--- src/hdl/lzwd_pkg.sv ---
`timescale 1ns / 1ps
// ----------------------------------------------------------------------------
// lzwd_pkg
// Shared types, constants and helpers of the LZW variable-width decoder.
// ----------------------------------------------------------------------------
package lzwd_pkg;

  localparam int DICT_ENTRIES    = 16384;
  localparam int MAX_CODE_BITS   = 14;
  localparam int VALID_CODE_BITS = 12;

  localparam int ADDR_W = $clog2(DICT_ENTRIES);
  localparam int NF_W   = ADDR_W + 1;
  localparam int CODE_W = MAX_CODE_BITS;
  localparam int CW_W   = 4;

  localparam logic [CODE_W-1:0] CLEAR_CODE = CODE_W'(256);
  localparam logic [CODE_W-1:0] END_CODE   = CODE_W'(257);
  localparam logic [NF_W-1:0]   FIRST_FREE = NF_W'(258);
  localparam logic [CW_W-1:0]   START_BITS = CW_W'(9);
  localparam logic [NF_W-1:0]   VALID_LIMIT = NF_W'(1 << VALID_CODE_BITS);
  localparam logic [NF_W-1:0]   DICT_LIMIT  = NF_W'(DICT_ENTRIES);

  // configuration register indexes
  localparam logic REG_EARLY_CHANGE = 1'b0;
  localparam logic REG_EXT_CODES    = 1'b1;

  typedef enum logic [2:0] {
    ST_OK   = 3'd0,
    ST_BYTE = 3'd1,
    ST_BUSY = 3'd2,
    ST_END  = 3'd3,
    ST_BAD  = 3'd4,
    ST_OVF  = 3'd5
  } status_e;

  typedef enum logic [1:0] {
    PH_RUN = 2'd0,
    PH_END = 2'd1,
    PH_BAD = 2'd2,
    PH_OVF = 2'd3
  } phase_e;

  typedef enum logic [2:0] {
    S_IDLE,
    S_POP,
    S_DEC,
    S_ADD,
    S_WST,
    S_WALK
  } state_e;

  typedef struct packed {
    logic [CODE_W-1:0] prefix;
    logic [7:0]        val;
    logic [7:0]        first;
  } entry_t;

  localparam int ENTRY_W = $bits(entry_t);

  typedef struct packed {
    logic    shift_in;
    logic    clear_tbl;
    logic    set_prev_lit;
    logic    widen_pre;
    logic    add_entry;
    logic    set_full;
    logic    set_phase;
    phase_e  phase;
    logic    walk_load;
    logic    rd_code;
    logic    rd_cur;
    logic    rd_prefix;
    logic    walk_step;
    logic    push_cur;
    logic    pop;
    logic    load_out;
    status_e status;
    logic    out_pop;
  } cmd_t;

  typedef struct packed {
    logic   out_free;
    logic   code_rdy;
    logic   sp_zero;
    phase_e phase;
    logic   prev_clear;
    logic   c_clear;
    logic   c_end;
    logic   c_lit;
    logic   can_add;
    logic   nf_full;
    logic   bad_add;
    logic   bad_noadd;
    logic   cur_lit;
    logic   pfx_lit;
  } sts_t;

  function automatic status_e phase_status(phase_e ph);
    status_e s;
    case (ph)
      PH_END:  s = ST_END;
      PH_BAD:  s = ST_BAD;
      default: s = ST_OVF;
    endcase
    return s;
  endfunction

  // grow the code width once the next entry no longer fits below the limit
  function automatic logic [CW_W-1:0] widen(logic [CW_W-1:0] cw, logic [NF_W-1:0] nf,
                                            logic ext);
    logic [CW_W-1:0] cap;
    logic [16:0]     lim;
    cap = ext ? CW_W'(MAX_CODE_BITS) : CW_W'(VALID_CODE_BITS);
    lim = (17'd1 << cw) - 17'd2;
    if (17'(nf) > lim && cw < cap) return cw + 1'b1;
    return cw;
  endfunction

endpackage

--- src/hdl/lzwd_ctrl.sv ---
`timescale 1ns / 1ps
// ----------------------------------------------------------------------------
// lzwd_ctrl
// Sequencer: accepts words, steps code decode, table add and chain walk.
// ----------------------------------------------------------------------------
module lzwd_ctrl (
  input  logic           clk_i,
  input  logic           rst_ni,
  input  logic           in_valid_i,
  input  logic           in_kind_i,
  output logic           in_ready_o,
  input  lzwd_pkg::sts_t sts_i,
  output lzwd_pkg::cmd_t cmd_o
);

  lzwd_pkg::state_e state_q, state_d;
  logic accept;

  always_ff @(posedge clk_i or negedge rst_ni) begin
    if (!rst_ni) state_q <= lzwd_pkg::S_IDLE;
    else         state_q <= state_d;
  end

  assign in_ready_o = (state_q == lzwd_pkg::S_IDLE) && sts_i.out_free;
  assign accept     = in_valid_i && in_ready_o;

  always_comb begin
    state_d = state_q;
    cmd_o   = '0;
    cmd_o.phase  = lzwd_pkg::PH_RUN;
    cmd_o.status = lzwd_pkg::ST_OK;
    case (state_q)
      lzwd_pkg::S_IDLE: begin
        if (accept) begin
          if (in_kind_i) begin
            if (!sts_i.sp_zero) begin
              cmd_o.pop = 1'b1;
              state_d   = lzwd_pkg::S_POP;
            end else begin
              cmd_o.load_out = 1'b1;
              cmd_o.status   = (sts_i.phase == lzwd_pkg::PH_RUN) ? lzwd_pkg::ST_BUSY
                                                                 : lzwd_pkg::phase_status(sts_i.phase);
            end
          end else if (sts_i.phase != lzwd_pkg::PH_RUN) begin
            cmd_o.load_out = 1'b1;
            cmd_o.status   = lzwd_pkg::phase_status(sts_i.phase);
          end else if (!sts_i.sp_zero) begin
            cmd_o.load_out = 1'b1;
            cmd_o.status   = lzwd_pkg::ST_BUSY;
          end else begin
            cmd_o.shift_in = 1'b1;
            if (sts_i.code_rdy) state_d = lzwd_pkg::S_DEC;
            else                cmd_o.load_out = 1'b1;
          end
        end
      end
      lzwd_pkg::S_POP: begin
        cmd_o.load_out = 1'b1;
        cmd_o.out_pop  = 1'b1;
        cmd_o.status   = lzwd_pkg::ST_BYTE;
        state_d        = lzwd_pkg::S_IDLE;
      end
      lzwd_pkg::S_DEC: begin
        state_d = lzwd_pkg::S_IDLE;
        if (sts_i.prev_clear) begin
          cmd_o.clear_tbl = 1'b1;
          if (sts_i.c_clear) begin
            cmd_o.load_out = 1'b1;
          end else if (sts_i.c_end) begin
            cmd_o.set_phase = 1'b1;
            cmd_o.phase     = lzwd_pkg::PH_END;
            cmd_o.load_out  = 1'b1;
            cmd_o.status    = lzwd_pkg::ST_END;
          end else if (!sts_i.c_lit) begin
            cmd_o.set_phase = 1'b1;
            cmd_o.phase     = lzwd_pkg::PH_BAD;
            cmd_o.load_out  = 1'b1;
            cmd_o.status    = lzwd_pkg::ST_BAD;
          end else begin
            cmd_o.set_prev_lit = 1'b1;
            cmd_o.walk_load    = 1'b1;
            state_d            = lzwd_pkg::S_WST;
          end
        end else if (sts_i.c_end) begin
          cmd_o.set_phase = 1'b1;
          cmd_o.phase     = lzwd_pkg::PH_END;
          cmd_o.load_out  = 1'b1;
          cmd_o.status    = lzwd_pkg::ST_END;
        end else if (sts_i.c_clear) begin
          cmd_o.clear_tbl = 1'b1;
          cmd_o.load_out  = 1'b1;
        end else if (sts_i.can_add) begin
          // fetch the first byte of the code's string for the new entry
          cmd_o.widen_pre = 1'b1;
          cmd_o.rd_code   = 1'b1;
          state_d         = lzwd_pkg::S_ADD;
        end else begin
          cmd_o.set_full = 1'b1;
          if (sts_i.bad_noadd) begin
            cmd_o.set_phase = 1'b1;
            cmd_o.phase     = lzwd_pkg::PH_BAD;
            cmd_o.load_out  = 1'b1;
            cmd_o.status    = lzwd_pkg::ST_BAD;
          end else begin
            cmd_o.walk_load = 1'b1;
            state_d         = lzwd_pkg::S_WST;
          end
        end
      end
      lzwd_pkg::S_ADD: begin
        state_d = lzwd_pkg::S_IDLE;
        if (sts_i.nf_full) begin
          cmd_o.set_full  = 1'b1;
          cmd_o.set_phase = 1'b1;
          cmd_o.phase     = lzwd_pkg::PH_OVF;
          cmd_o.load_out  = 1'b1;
          cmd_o.status    = lzwd_pkg::ST_OVF;
        end else begin
          cmd_o.add_entry = 1'b1;
          if (sts_i.bad_add) begin
            cmd_o.set_phase = 1'b1;
            cmd_o.phase     = lzwd_pkg::PH_BAD;
            cmd_o.load_out  = 1'b1;
            cmd_o.status    = lzwd_pkg::ST_BAD;
          end else begin
            cmd_o.walk_load = 1'b1;
            state_d         = lzwd_pkg::S_WST;
          end
        end
      end
      lzwd_pkg::S_WST: begin
        if (sts_i.cur_lit) begin
          cmd_o.push_cur = 1'b1;
          cmd_o.load_out = 1'b1;
          state_d        = lzwd_pkg::S_IDLE;
        end else begin
          cmd_o.rd_cur = 1'b1;
          state_d      = lzwd_pkg::S_WALK;
        end
      end
      lzwd_pkg::S_WALK: begin
        // push one entry a cycle, chase the prefix until a literal remains
        cmd_o.walk_step = 1'b1;
        if (sts_i.pfx_lit) state_d = lzwd_pkg::S_WST;
        else               cmd_o.rd_prefix = 1'b1;
      end
      default: state_d = lzwd_pkg::S_IDLE;
    endcase
  end

endmodule

--- config.mk ---
export PLATFORM = sky130hd
export DESIGN_NAME = lzwd_ctrl
export DESIGN_NICKNAME = d
export VERILOG_FILES = /design/src/hdl/lzwd_pkg.sv /design/src/hdl/lzwd_ctrl.sv
export SDC_FILE = /design/constraint.sdc
export NUM_CORES = 1
export LEC_CHECK = 0
export ABC_AREA = 1
export BUFFER_PORTS_ARGS = -buffer_cell sky130_fd_sc_hd__buf_2
export CAP_MARGIN = 20
export CORE_UTILIZATION = 46
export CTS_BUF_LIST = sky130_fd_sc_hd__clkbuf_4
export CTS_CLUSTER_SIZE = 12
export DETAILED_ROUTE_END_ITERATION = 8
export GPL_ROUTABILITY_DRIVEN = 0
export PLACE_DENSITY = 0.84
export SLEW_MARGIN = 20
export SYNTH_ARGS = -nofsm -noshare
export SYNTH_HDL_FRONTEND = slang
export SYNTH_SLANG_ARGS = --single-unit
--- constraint.sdc ---
create_clock -name clk_i -period 2.6 [get_ports clk_i]
set_clock_uncertainty 0.1 [all_clocks]
set_input_delay 0.39 -clock clk_i [delete_from_list [all_inputs] [get_ports clk_i]]
set_output_delay 0.39 -clock clk_i [all_outputs]
set_load 0.1 [all_outputs]
### Yosys cells after proc, flatten, opt, wreduce, memory -nomap -nowiden

Cells that the tools add are included.

* add/sub/neg operators: 0
* $mul: 0
* div/mod/pow operators: 0
* order comparisons: 0
* equality and inequality tests: 13
* shifts and indexed selects: 0
* muxes and demuxes: 91
* bitwise operators: 0
* reductions and logical operators: 6

Operators with widths (count)
* $mux W3: 28
* $mux W4: 13
* $mux W1: 39
* $pmux W3 S5: 1
* $ne A3 B3 Y1 const B: 4
* $pmux W3 S4: 1
* $mux W5: 2
* $pmux W5 S2: 1
* $eq A3 B2 Y1 const B: 2
* $eq A3 B3 Y1 const B: 2
* $mux W2: 3
* $mux W6: 1
* $pmux W3 S2: 1
* $reduce_and A6 Y1: 1
* $pmux W1 S5: 1
* $ne A2 B2 Y1 const B: 2
* $eq A3 B1 Y1 const B: 1
* $logic_not A3 Y1: 1
* $eq A2 B1 Y1 const B: 1
* $eq A2 B2 Y1 const B: 1
* $logic_and A1 B1 Y1: 2
* $logic_not A2 Y1: 1
* $reduce_bool A2 Y1: 1

* register bits: 3
* bits in latches: 0
* memory bits (writable): 0
* ROM bits: 0
* output and inout bits: 22
* word-level logic and storage cells: 111
* memories: 0

### Longest topological paths before layout

Gate-level depths: netlist of the first run.

* depth after elaboration: 7
* mapped depth: 8
* depth with buffers taken out: 8

### Worst setup path before layout of the first run

OpenSTA, ideal clock, no wires.

* path type: reg-to-output
* start: register state_q[1]
* end: output cmd_o[1] in the netlist's numbering
* arrival: 4.329 ns
* setup slack: -2.219 ns
* stages on the path, launching flop included: 4
* path buffers: 0
* cells stage by stage: dfrtp_1 > nor3_1 > nor2_1 > a21oi_1

RTL lines
* start, declared: line lzwd_ctrl.sv:16 `lzwd_pkg::state_e state_q, state_d;`
* start signal, assigned: line lzwd_ctrl.sv:20 `if (!rst_ni) state_q <= lzwd_pkg::S_IDLE;`
* start signal, assigned: line lzwd_ctrl.sv:21 `else state_q <= state_d;`
* end, declared: line lzwd_ctrl.sv:13 `output lzwd_pkg::cmd_t cmd_o`

==> results.json, run 1 <==
{
  "status": "completed",
  "netlist-cell-type-count": 19,
  "grt_remaining_overflow": 0,
  "fin_crit_ps": 2470,
  "powerDensity_mw_per_mm2": 328.1,
  "globalRoute.busiestLayer": "met2",
  "antenna_cells": 0,
  "worst_ep_arrival_time_ps": 1980,
  "syn_nets": 140,
  "setup_viol_count_final": 0,
  "path_cells": "inv_2 > nand2_2 > nor2_4 > nand2_2 > nor2_2 > nand2_1 > a21oi_4 > buf_2",
  "grt_use_total_pct": 28.54,
  "core_sq_mm": 0.001171,
  "dieArea_sq_mm": 0.001492,
  "synth_edf_count": 0,
  "finalHoldViolations": 0,
  "area_growth_syn_to_layout_pct": 50.71,
  "use_met2_pct": 49.58,
  "synth.area.top_cells": "inv_1 15%, nor2_1 14%, dfrtp_1 12%, nand3_1 11%, nand2_1 9.7%",
  "die_w_um": 38.62,
  "portBuffers": 40,
  "ys.flop_type": "dfrtp_1",
  "critPathCaptureType": "output port",
  "synth_commonest_cells": "25 x inv_1, 23 x nor2_1, 16 x nand2_1, 14 x nand3_1, 11 x a21oi_1",
  "core.rowCount": 12,
  "grt_max_degree": 9,
  "initial_core_util_pct": 52.67,
  "drive_above_1_share_pct": 39.26,
  "whs_ps": 397.5,
  "start_kind": "flip-flop",
  "htreeDepth": 1,
  "die_h_um": 38.62,
  "drtPass1Iterations": 5,
  "cts_buffers": 3,
  "ant_nets": 0,
  "via_per_inst": 5.062,
  "use_met1_pct": 36.49,
  "fin_crit_sh_pct": 94.99,
  "slew_violations": 0,
  "worst_hold_path_type": "in -> async",
  "multiInputGateArea_sq_um": 488.0,
  "nets": 185,
  "use_met3_pct": 3.468,
  "syn_area_sq_um": 616.8,
  "wirelength_mm": 1.785,
  "clk_latency_ps": 230,
  "fin_cells": 177,
  "wire_per_inst_um": 10.08,
  "crit_fanout": 7,
  "avgSynthCellArea_sq_um": 5.184,
  "cts_buffer_depth": 2,
  "r2r_setup_slack_ps": 1070,
  "netlist.area_leader.share_pct": 15.21,
  "drtIter0Drc": 17,
  "tightest_slew_ps": 491.2,
  "regMostFlops": "state_q",
  "worst-r2r-cell-count": 7,
  "leakage_nw": 0.5760,
  "io_pins": 41,
  "synth_seq_cells": 3,
  "largest_reg_flops": 3,
  "slowest_stage": "dfrtp_1",
  "rsz0062_at_grt": "false",
  "yosys.area.top_type": "inv_1",
  "ys_seq_area_share_pct": 12.17,
  "cts_tree": "done",
  "synth_most_common_cell": "inv_1",
  "synthArstFlopShare_pct": 100.0,
  "crit_top_cell": "nand2_2",
  "grt_pass1_wl_mm": 3.022,
  "clk_pin_slew_ps": 40,
  "cts_sinks": 3,
  "crit_required_ps": 2110,
  "grt_antenna_before_repair": 0,
  "vias": 896,
  "seqCellArea_sq_um": 76.32,
  "fill_cells": 95,
  "grt_pass1_vias": 765,
  "hpwl_mm": 1.501,
  "dp_cells": 172,
  "slowest_delay_ps": 450,
  "synth_cells": 119,
  "irDropWorstVdd_uv": 484.2,
  "cts_root_buffer": "clkbuf_4",
  "relSlewSlack_pct": 67.48,
  "drcViolationCount": 0,
  "top_regs": "state_q x3",
  "maxCapViolCount": 0,
  "yosys_warnings": 0,
  "crit_type": "reg -> out",
  "max_freq_ghz": 0.4049
}
[layout by cell type, fill, tap and decap left out]
| cell type | instances |
|---|---|
| nor2_1 | 22 |
| o21ai_0 | 2 |
| dfrtp_1 | 2 |
| dfrtp_2 | 1 |
| a31oi_1 | 1 |
| nand2_2 | 2 |
| a21oi_2 | 5 |
| nor3_2 | 1 |
| inv_1 | 25 |
| nor3_4 | 1 |
| a21oi_1 | 5 |
| nor2_2 | 2 |
| a21oi_4 | 1 |
| nand3_2 | 2 |
| buf_2 | 39 |
| clkbuf_4 | 5 |
| o211ai_1 | 1 |
| nand4_1 | 6 |
| nor2_4 | 2 |
| inv_2 | 3 |
| ha_1 | 2 |
| nor3_1 | 2 |
| dlygate4sd3_1 | 1 |
| nand2_1 | 16 |
| nand3_1 | 13 |
| o21ai_1 | 1 |
[worst paths after layout]
check	from	end
max reg2reg	state_q[2]	state_q[2]
min	rst_ni	state_q[2]
min reg2reg	state_q[0]	state_q[0]
min in group clk_i	sts_i[0]	state_q[0]
max	state_q[2]	cmd_o[2]
max in group asynchronous	rst_ni	state_q[1]
[repair_timing]
item                                    in CTS  in global routing
gates resized for setup                      0                  1
hold buffers                                 1                  0
endpoints found under the setup margin       0                  1
endpoints found under the hold margin        3                  0
setup buffers                                0                  0
[final cells by class]
type	instances	share of cell area (%)
Multi-Input combinational cell	87	52.49
Timing Repair Buffer	41	22.88
Inverter	28	11.31
Sequential cell	3	8.210
Clock buffer	4	3.230
Tap cell	14	1.884
[stage by stage]
stage	total power [mW]	util, %	instance area (sq um)	TNS [ps]	worst slack [ps]
after CTS	0.3063	79.17	927.1	0	109.4
final	0.3050	79.38	929.6	0	130.3
after global routing	0.3260	79.38	929.6	0	8.087
after detailed placement	0.2117	75.75	887.1	0	360.2
after global placement	0.2096	75.75	887.1	0	406.7
after floorplan	0.1753	-	676.9	-1437	-529.1
[critical path, delay by kind of cell (launching register included)]
family                 cells  cell delay, ps
flip-flops                 1             450
buffers and inverters      2             600
AND/OR/NAND/NOR            5             540
AO/OA/AOI/OAI              1             150
[power by group]
part | internal, mW | switching, mW
clock | 0.0679 | 0.0234
sequential | 0.0486 | 0.00409
combinational | 0.0387 | 0.122
total | 0.155 | 0.150
[layer usage]
| layer | part of all wire [%] | wire length, um | vias up |
|---|---|---|---|
| met3 | 5.5 | 98 | 0 |
| li1 | - | - | 473 |
| met2 | 49 | 866 | 41 |
| met4 | 0 | 0 | 0 |
| met1 | 46 | 819 | 382 |
| met5 | 0 | 0 | - |
[cells by family after synthesis]
logic type	Yosys count	synth area share, %
buffers and inverters	29	18.26
AND/OR/NAND/NOR	69	51.93
flip-flops	3	12.17
AO/OA/AOI/OAI	16	13.59
adder cells (fa/ha/maj)	2	4.056
No activity file was read; power rests on OpenSTA's default activity.
==> run 2: changes to the inputs <==
ABC_AREA = not set   (was 1)
CORE_UTILIZATION = 45   (was 46)
PLACE_DENSITY = 0.83   (was 0.84)
==> run 2 against run 1 <==
- clock power rose by 2.3%
- register-to-register slack got worse by 510 ps
- maximum frequency fell by 2.2%
- sequential share of layout area fell by 0.44 points
- synthesized cell count fell by 29%
- non-clock buffer count did not move
- clock-buffer cell count did not move
==> results.json, run 2 <==
{
  "status": "completed",
  "p_int_mw": 0.1734,
  "p_sw_share_pct": 47.30,
  "netlist-cell-type-count": 39,
  "regMostFlops": "state_q",
  "syn_nets": 105,
  "ant_nets": 0,
  "core.rowCount": 12,
  "cts_tree": "done",
  "die_h_um": 38.46,
  "worst_ep_arrival_time_ps": 2040,
  "synth.area.top_cells": "dfrtp_1 13%, nor2_1 7.5%, nand2_1 5.6%, nor2b_1 5.2%, a21oi_1 5.0%",
  "synth_edf_count": 0,
  "yosys_warnings": 0,
  "area_growth_syn_to_layout_pct": 66.95,
  "grt_pass1_vias": 755,
  "hpwl_mm": 1.509,
  "relSlewSlack_pct": 65.75,
  "grt_antenna_before_repair": 0,
  "drtPass1Iterations": 4,
  "via_per_inst": 5.928,
  "max_freq_ghz": 0.3960,
  "seqCellArea_sq_um": 77.57,
  "finalHoldViolations": 0,
  "io_pins": 41,
  "endpoint": "cmd_o[4]",
  "htreeDepth": 1,
  "synth_most_common_cell": "nor2_1",
  "nets": 147,
  "setup_viol_count_final": 0,
  "multiInputGateArea_sq_um": 530.5,
  "power_mw": 0.3290,
  "final_cell_mix": "31 x buf_2, 9 x nand2_1, 8 x nor2_1",
  "fin_crit_ps": 2525,
  "syn_area_sq_um": 598.1,
  "antenna_cells": 0,
  "dieArea_sq_mm": 0.001479,
  "cts_sinks": 3,
  "drcViolationCount": 0,
  "vias": 824,
  "start_kind": "flip-flop",
  "powerDensity_mw_per_mm2": 329.5,
  "r2r-start": "state_q[2]",
  "critPathCaptureType": "output port",
  "maxCapViolCount": 0,
  "ys_seq_area_share_pct": 12.55,
  "wirelength_mm": 1.932,
  "rr_endpoint": "state_q[0]",
  "synth_cells": 84,
  "final_common_cell": "buf_2",
  "core_sq_mm": 0.001171,
  "ys.flop_type": "dfrtp_1",
  "yosys.area.top_type": "dfrtp_1",
  "cts_buffer_depth": 2,
  "grt_remaining_overflow": 0,
  "rsz0062_at_grt": "false",
  "netlist.area_leader.share_pct": 12.55,
  "cts_root_buffer": "clkbuf_4",
  "p_sw_mw": 0.1556,
  "avgSynthCellArea_sq_um": 7.120,
  "initial_core_util_pct": 51.07,
  "wire_per_inst_um": 13.90,
  "die_w_um": 38.46,
  "p_comb_share_pct": 54.8,
  "crit_type": "reg -> out",
  "grt_pass1_wl_mm": 3.036,
  "r2r_setup_slack_ps": 560,
  "tightest_slew_ps": 506.6,
  "clk_latency_ps": 240,
  "fin_crit_sh_pct": 97.13,
  "crit_fanout": 9,
  "portBuffers": 40,
  "cts_buffers": 3,
  "largest_reg_flops": 3,
  "drtIter0Drc": 28,
  "fill_cells": 78,
  "top_regs": "state_q x3",
  "crit_required_ps": 2110,
  "pwr-share-clk_pct": 28.4,
  "slew_violations": 0,
  "clk_pin_slew_ps": 30,
  "p_seq_share_pct": 16.8,
  "tns_ps": 0,
  "synth_commonest_cells": "12 x nor2_1, 9 x nand2_1, 6 x a21oi_1, 6 x inv_1, 5 x nor2b_1",
  "grt_use_total_pct": 28.90,
  "synth_seq_cells": 3,
  "drive_above_1_share_pct": 56.00,
  "crit_start": "state_q[2]",
  "worst_hold_path_type": "in -> reg",
  "irDropWorstVdd_uv": 303.8,
  "worst-r2r-cell-count": 6,
  "grt_max_degree": 11,
  "synthArstFlopShare_pct": 100.0,
  "leakage_nw": 0.4558
}
## run 2: layout make-up
cell class / count / share of cell area [%]
clock buffers: 4 / 3.008
flip-flops and latches: 3 / 7.769
inverters: 6 / 2.256
multi-input cells: 71 / 53.13
repair buffers: 41 / 32.08
well taps: 14 / 1.754
## run 2: power by group through the flow
stage	Clock (mW)	Sequential, mW	Combinational [mW]
after floorplan	0	0.0501	0.135
after global placement	0	0.0549	0.173
after CTS	0.0958	0.0547	0.179
after detailed placement	0	0.0553	0.175
final	0.0934	0.0553	0.180
after global routing	0.0969	0.0560	0.189
## run 2: repair_timing
action,CTS,global route
setup buffers,0,0
pin swaps,0,0
hold endpoints to repair,3,0
cloned,0,0
setup endpoints to repair,1,7
hold buffers,1,0
gates resized for setup,1,3
## run 2: critical path, stage by stage (launching register included)
cell	delay (ps)
dfrtp_1	510
and3b_2	270
o21ai_0	190
nand2_1	100
or4b_4	480
buf_4	250
## run 2: worst min-delay path by stage
stage	startpoint	end	slack (ps)	cells past startpoint
2_1_floorplan	rst_ni	state_q[0]	-6	0
3_3_place_gp	rst_ni	state_q[2]	80	1
3_5_place_dp	rst_ni	state_q[0]	80	1
4_1_cts	sts_i[0]	state_q[2]	290	2
5_1_grt	sts_i[0]	state_q[2]	320	2
6_report	sts_i[0]	state_q[2]	310	2
## run 2: per-stage QoR
stage | cells | cell area, sq um | setup slack, ps | hold WS, ps | util (%)
2_1_floorplan | 84 | 663.1 | -322.7 | -5.591 | -
3_3_place_gp | 134 | 950.9 | 230.4 | 83.06 | 81.20
3_5_place_dp | 134 | 950.9 | 142.7 | 84.96 | 81.20
4_1_cts | 139 | 993.5 | 46.35 | 294.2 | 84.83
5_1_grt | 139 | 998.5 | 11.82 | 319.8 | 85.26
6_report | 139 | 998.5 | 74.69 | 305.3 | 85.26
## run 2: metal layers
layer,up-vias,track usage (%),routed length (um)
met5,-,0,0
met4,0,9.483,14
met3,2,4.070,133
met2,50,54.24,1023
met1,385,32.86,760
li1,387,-,-
## run 2: logic make-up (layout without fill, tap and decap cells)
family,Yosys count,in the layout,share of synthesized area (%)
AOI/OAI and AO/OA,20,20,23.43
DFF,3,3,12.55
and+or+nand+nor,49,49,50.21
buffers and inverters,10,51,9.623
adders and majority gates,2,2,4.183
==> run 3: changes to the inputs <==
CORE_UTILIZATION = 43   (was 45)
CTS_BUF_LIST = not set   (was sky130_fd_sc_hd__clkbuf_4)
PLACE_DENSITY = 0.8   (was 0.83)
REMOVE_ABC_BUFFERS = 1   (was not set)
==> run 3 against run 2 <==
- power decreased by 9.4%
- critical path depth down 1
- non-clock buffer count unchanged
- sequential share of layout area grew 0.75 points
- clock power fell by 14%
- via count shrank 9.6%
- first-iteration DRC count is 25% lower
- sequential cell count stayed put
- final area decreased by 12%
- critical endpoint is now cmd_o[14]
- largest cell class unchanged
- largest power group unchanged
- register-to-register slack improved by 30 ps
- combinational power decreased by 9%
- routed wire length is 14% lower
- highest routed layer is now met3
==> results.json, run 3 (synthesized netlist as in run 2, its figures left out) <==
{
  "cts_setup_buffers": 0,
  "drtIter0Drc": 21,
  "dieArea_sq_mm": 0.001544,
  "use_met1_pct": 29.17,
  "relSlewSlack_pct": 66.92,
  "clk_pin_slew_ps": 40,
  "setup_ws_ps": 136.2,
  "die_w_um": 39.30,
  "final_cell_mix": "32 x buf_2, 12 x nor2_1, 9 x nand2_1",
  "powerDensity_mw_per_mm2": 338.2,
  "crit_required_ps": 2110,
  "start_kind": "flip-flop",
  "initial_core_util_pct": 45.96,
  "via_per_inst": 5.321,
  "stdcell_area_sq_um": 880.8,
  "largest_reg_flops": 3,
  "drive_above_1_share_pct": 42.40,
  "slew_violations": 0,
  "grt_max_degree": 11,
  "critPathCaptureType": "output port",
  "core.rowCount": 13,
  "cts_sinks": 3,
  "leakage_nw": 0.4477,
  "fill_cells": 134,
  "drtPass1Iterations": 4,
  "wire_per_inst_um": 11.86,
  "fin_crit_ps": 2464,
  "ant_nets": 0,
  "tightest_slew_ps": 491.6,
  "area_growth_syn_to_layout_pct": 47.28,
  "hpwl_mm": 1.274,
  "tns_ps": 0,
  "core_sq_mm": 0.001301,
  "dpl-instance-area_sq_um": 827.0,
  "drcViolationCount": 0,
  "cts_root_buffer": "clkbuf_4",
  "htreeDepth": 1,
  "worst_ep_arrival_time_ps": 1970,
  "power_mw": 0.2979,
  "use_met2_pct": 42.92,
  "cts_buffers": 3,
  "setup_viol_count_final": 0,
  "crit_type": "reg -> out",
  "irDropWorstVdd_uv": 263.0,
  "fin_cells": 140,
  "use_met3_pct": 1.705,
  "top_regs": "state_q x3",
  "slowest_stage": "or3b_1",
  "clk_latency_ps": 230,
  "pre_cts_slack_ps": 175.4,
  "grt_use_total_pct": 22.98,
  "grt_pass1_vias": 618,
  "worst_hold_path_type": "in -> reg",
  "finalHoldViolations": 0,
  "wirelength_mm": 1.660,
  "cts_buffer_depth": 2,
  "io_pins": 41,
  "fin_crit_sh_pct": 94.76,
  "vias": 745,
  "die_h_um": 39.30,
  "final_common_cell": "buf_2",
  "grt_remaining_overflow": 0,
  "nets": 147,
  "dp_cells": 135,
  "rsz0062_at_grt": "false",
  "crit_fanout": 10,
  "path_cells": "or3b_1 > a221o_1 > a21boi_1 > buf_12",
  "globalRoute.busiestLayer": "met2",
  "status": "completed",
  "portBuffers": 40,
  "maxCapViolCount": 0,
  "antenna_cells": 0,
  "grt_pass1_wl_mm": 2.504,
  "final_util_pct": 67.69,
  "regMostFlops": "state_q",
  "cts_tree": "done",
  "grt_antenna_before_repair": 0,
  "slowest_delay_ps": 500,
  "max_freq_ghz": 0.4059,
  "whs_ps": 301.3
}
run 3: cell count changes in the layout (fill, tap and decap cells not counted), moves of 4 or more:
cell     delta
buf_12      -4
nor2_1      +4
nor2_2      -4
nor2b_1     +4
nor2b_2     -4
run 3: cell type report:
cell class / instances / area (sq um) / share of cell area [%]
flip-flops and latches: 3 / 75.07 / 8.523
inverters: 6 / 22.52 / 2.557
well taps: 15 / 18.77 / 2.131
multi-input cells: 71 / 470.5 / 53.41
repair buffers: 41 / 267.8 / 30.40
clock buffers: 4 / 26.28 / 2.983
run 3: critical path, delay by kind of cell (launching register included):
| family | cells | cell delay (ps) |
|---|---|---|
| DFF | 1 | 490 |
| buffers and inverters | 1 | 210 |
| and+or+nand+nor | 1 | 500 |
| AOI/OAI and AO/OA | 2 | 550 |
run 3: path summary, 6_finish.rpt:
| check | from | end | cells after the start | slack, ps |
|---|---|---|---|---|
| max | state_q[0] | cmd_o[14] | 4 | 140 |
| min | sts_i[0] | state_q[2] | 2 | 300 |
| max reg2reg | state_q[1] | state_q[0] | 6 | 590 |
| min reg2reg | state_q[2] | state_q[0] | 2 | 730 |
| max in group asynchronous | rst_ni | state_q[1] | 2 | 1910 |
| min in group asynchronous | rst_ni | state_q[0] | 2 | 390 |
run 3: repair_timing:
action                                 4_1_cts  5_1_grt
setup endpoints to repair                    0       11
hold buffers                                 1        0
endpoints found under the hold margin        3        0
resized for setup                            0        8
run 3: where the power goes:
| group | switching, mW | internal, mW |
|---|---|---|
| logic | 0.117 | 0.0469 |
| clock network | 0.0226 | 0.0574 |
| registers | 0.00500 | 0.0487 |
| total | 0.145 | 0.153 |
run 3: layer usage:
layer | wire (um) | part of all wire [%]
met5 | 0 | 0
met4 | 0 | 0
met3 | 114 | 6.9
met2 | 808 | 49
met1 | 737 | 44
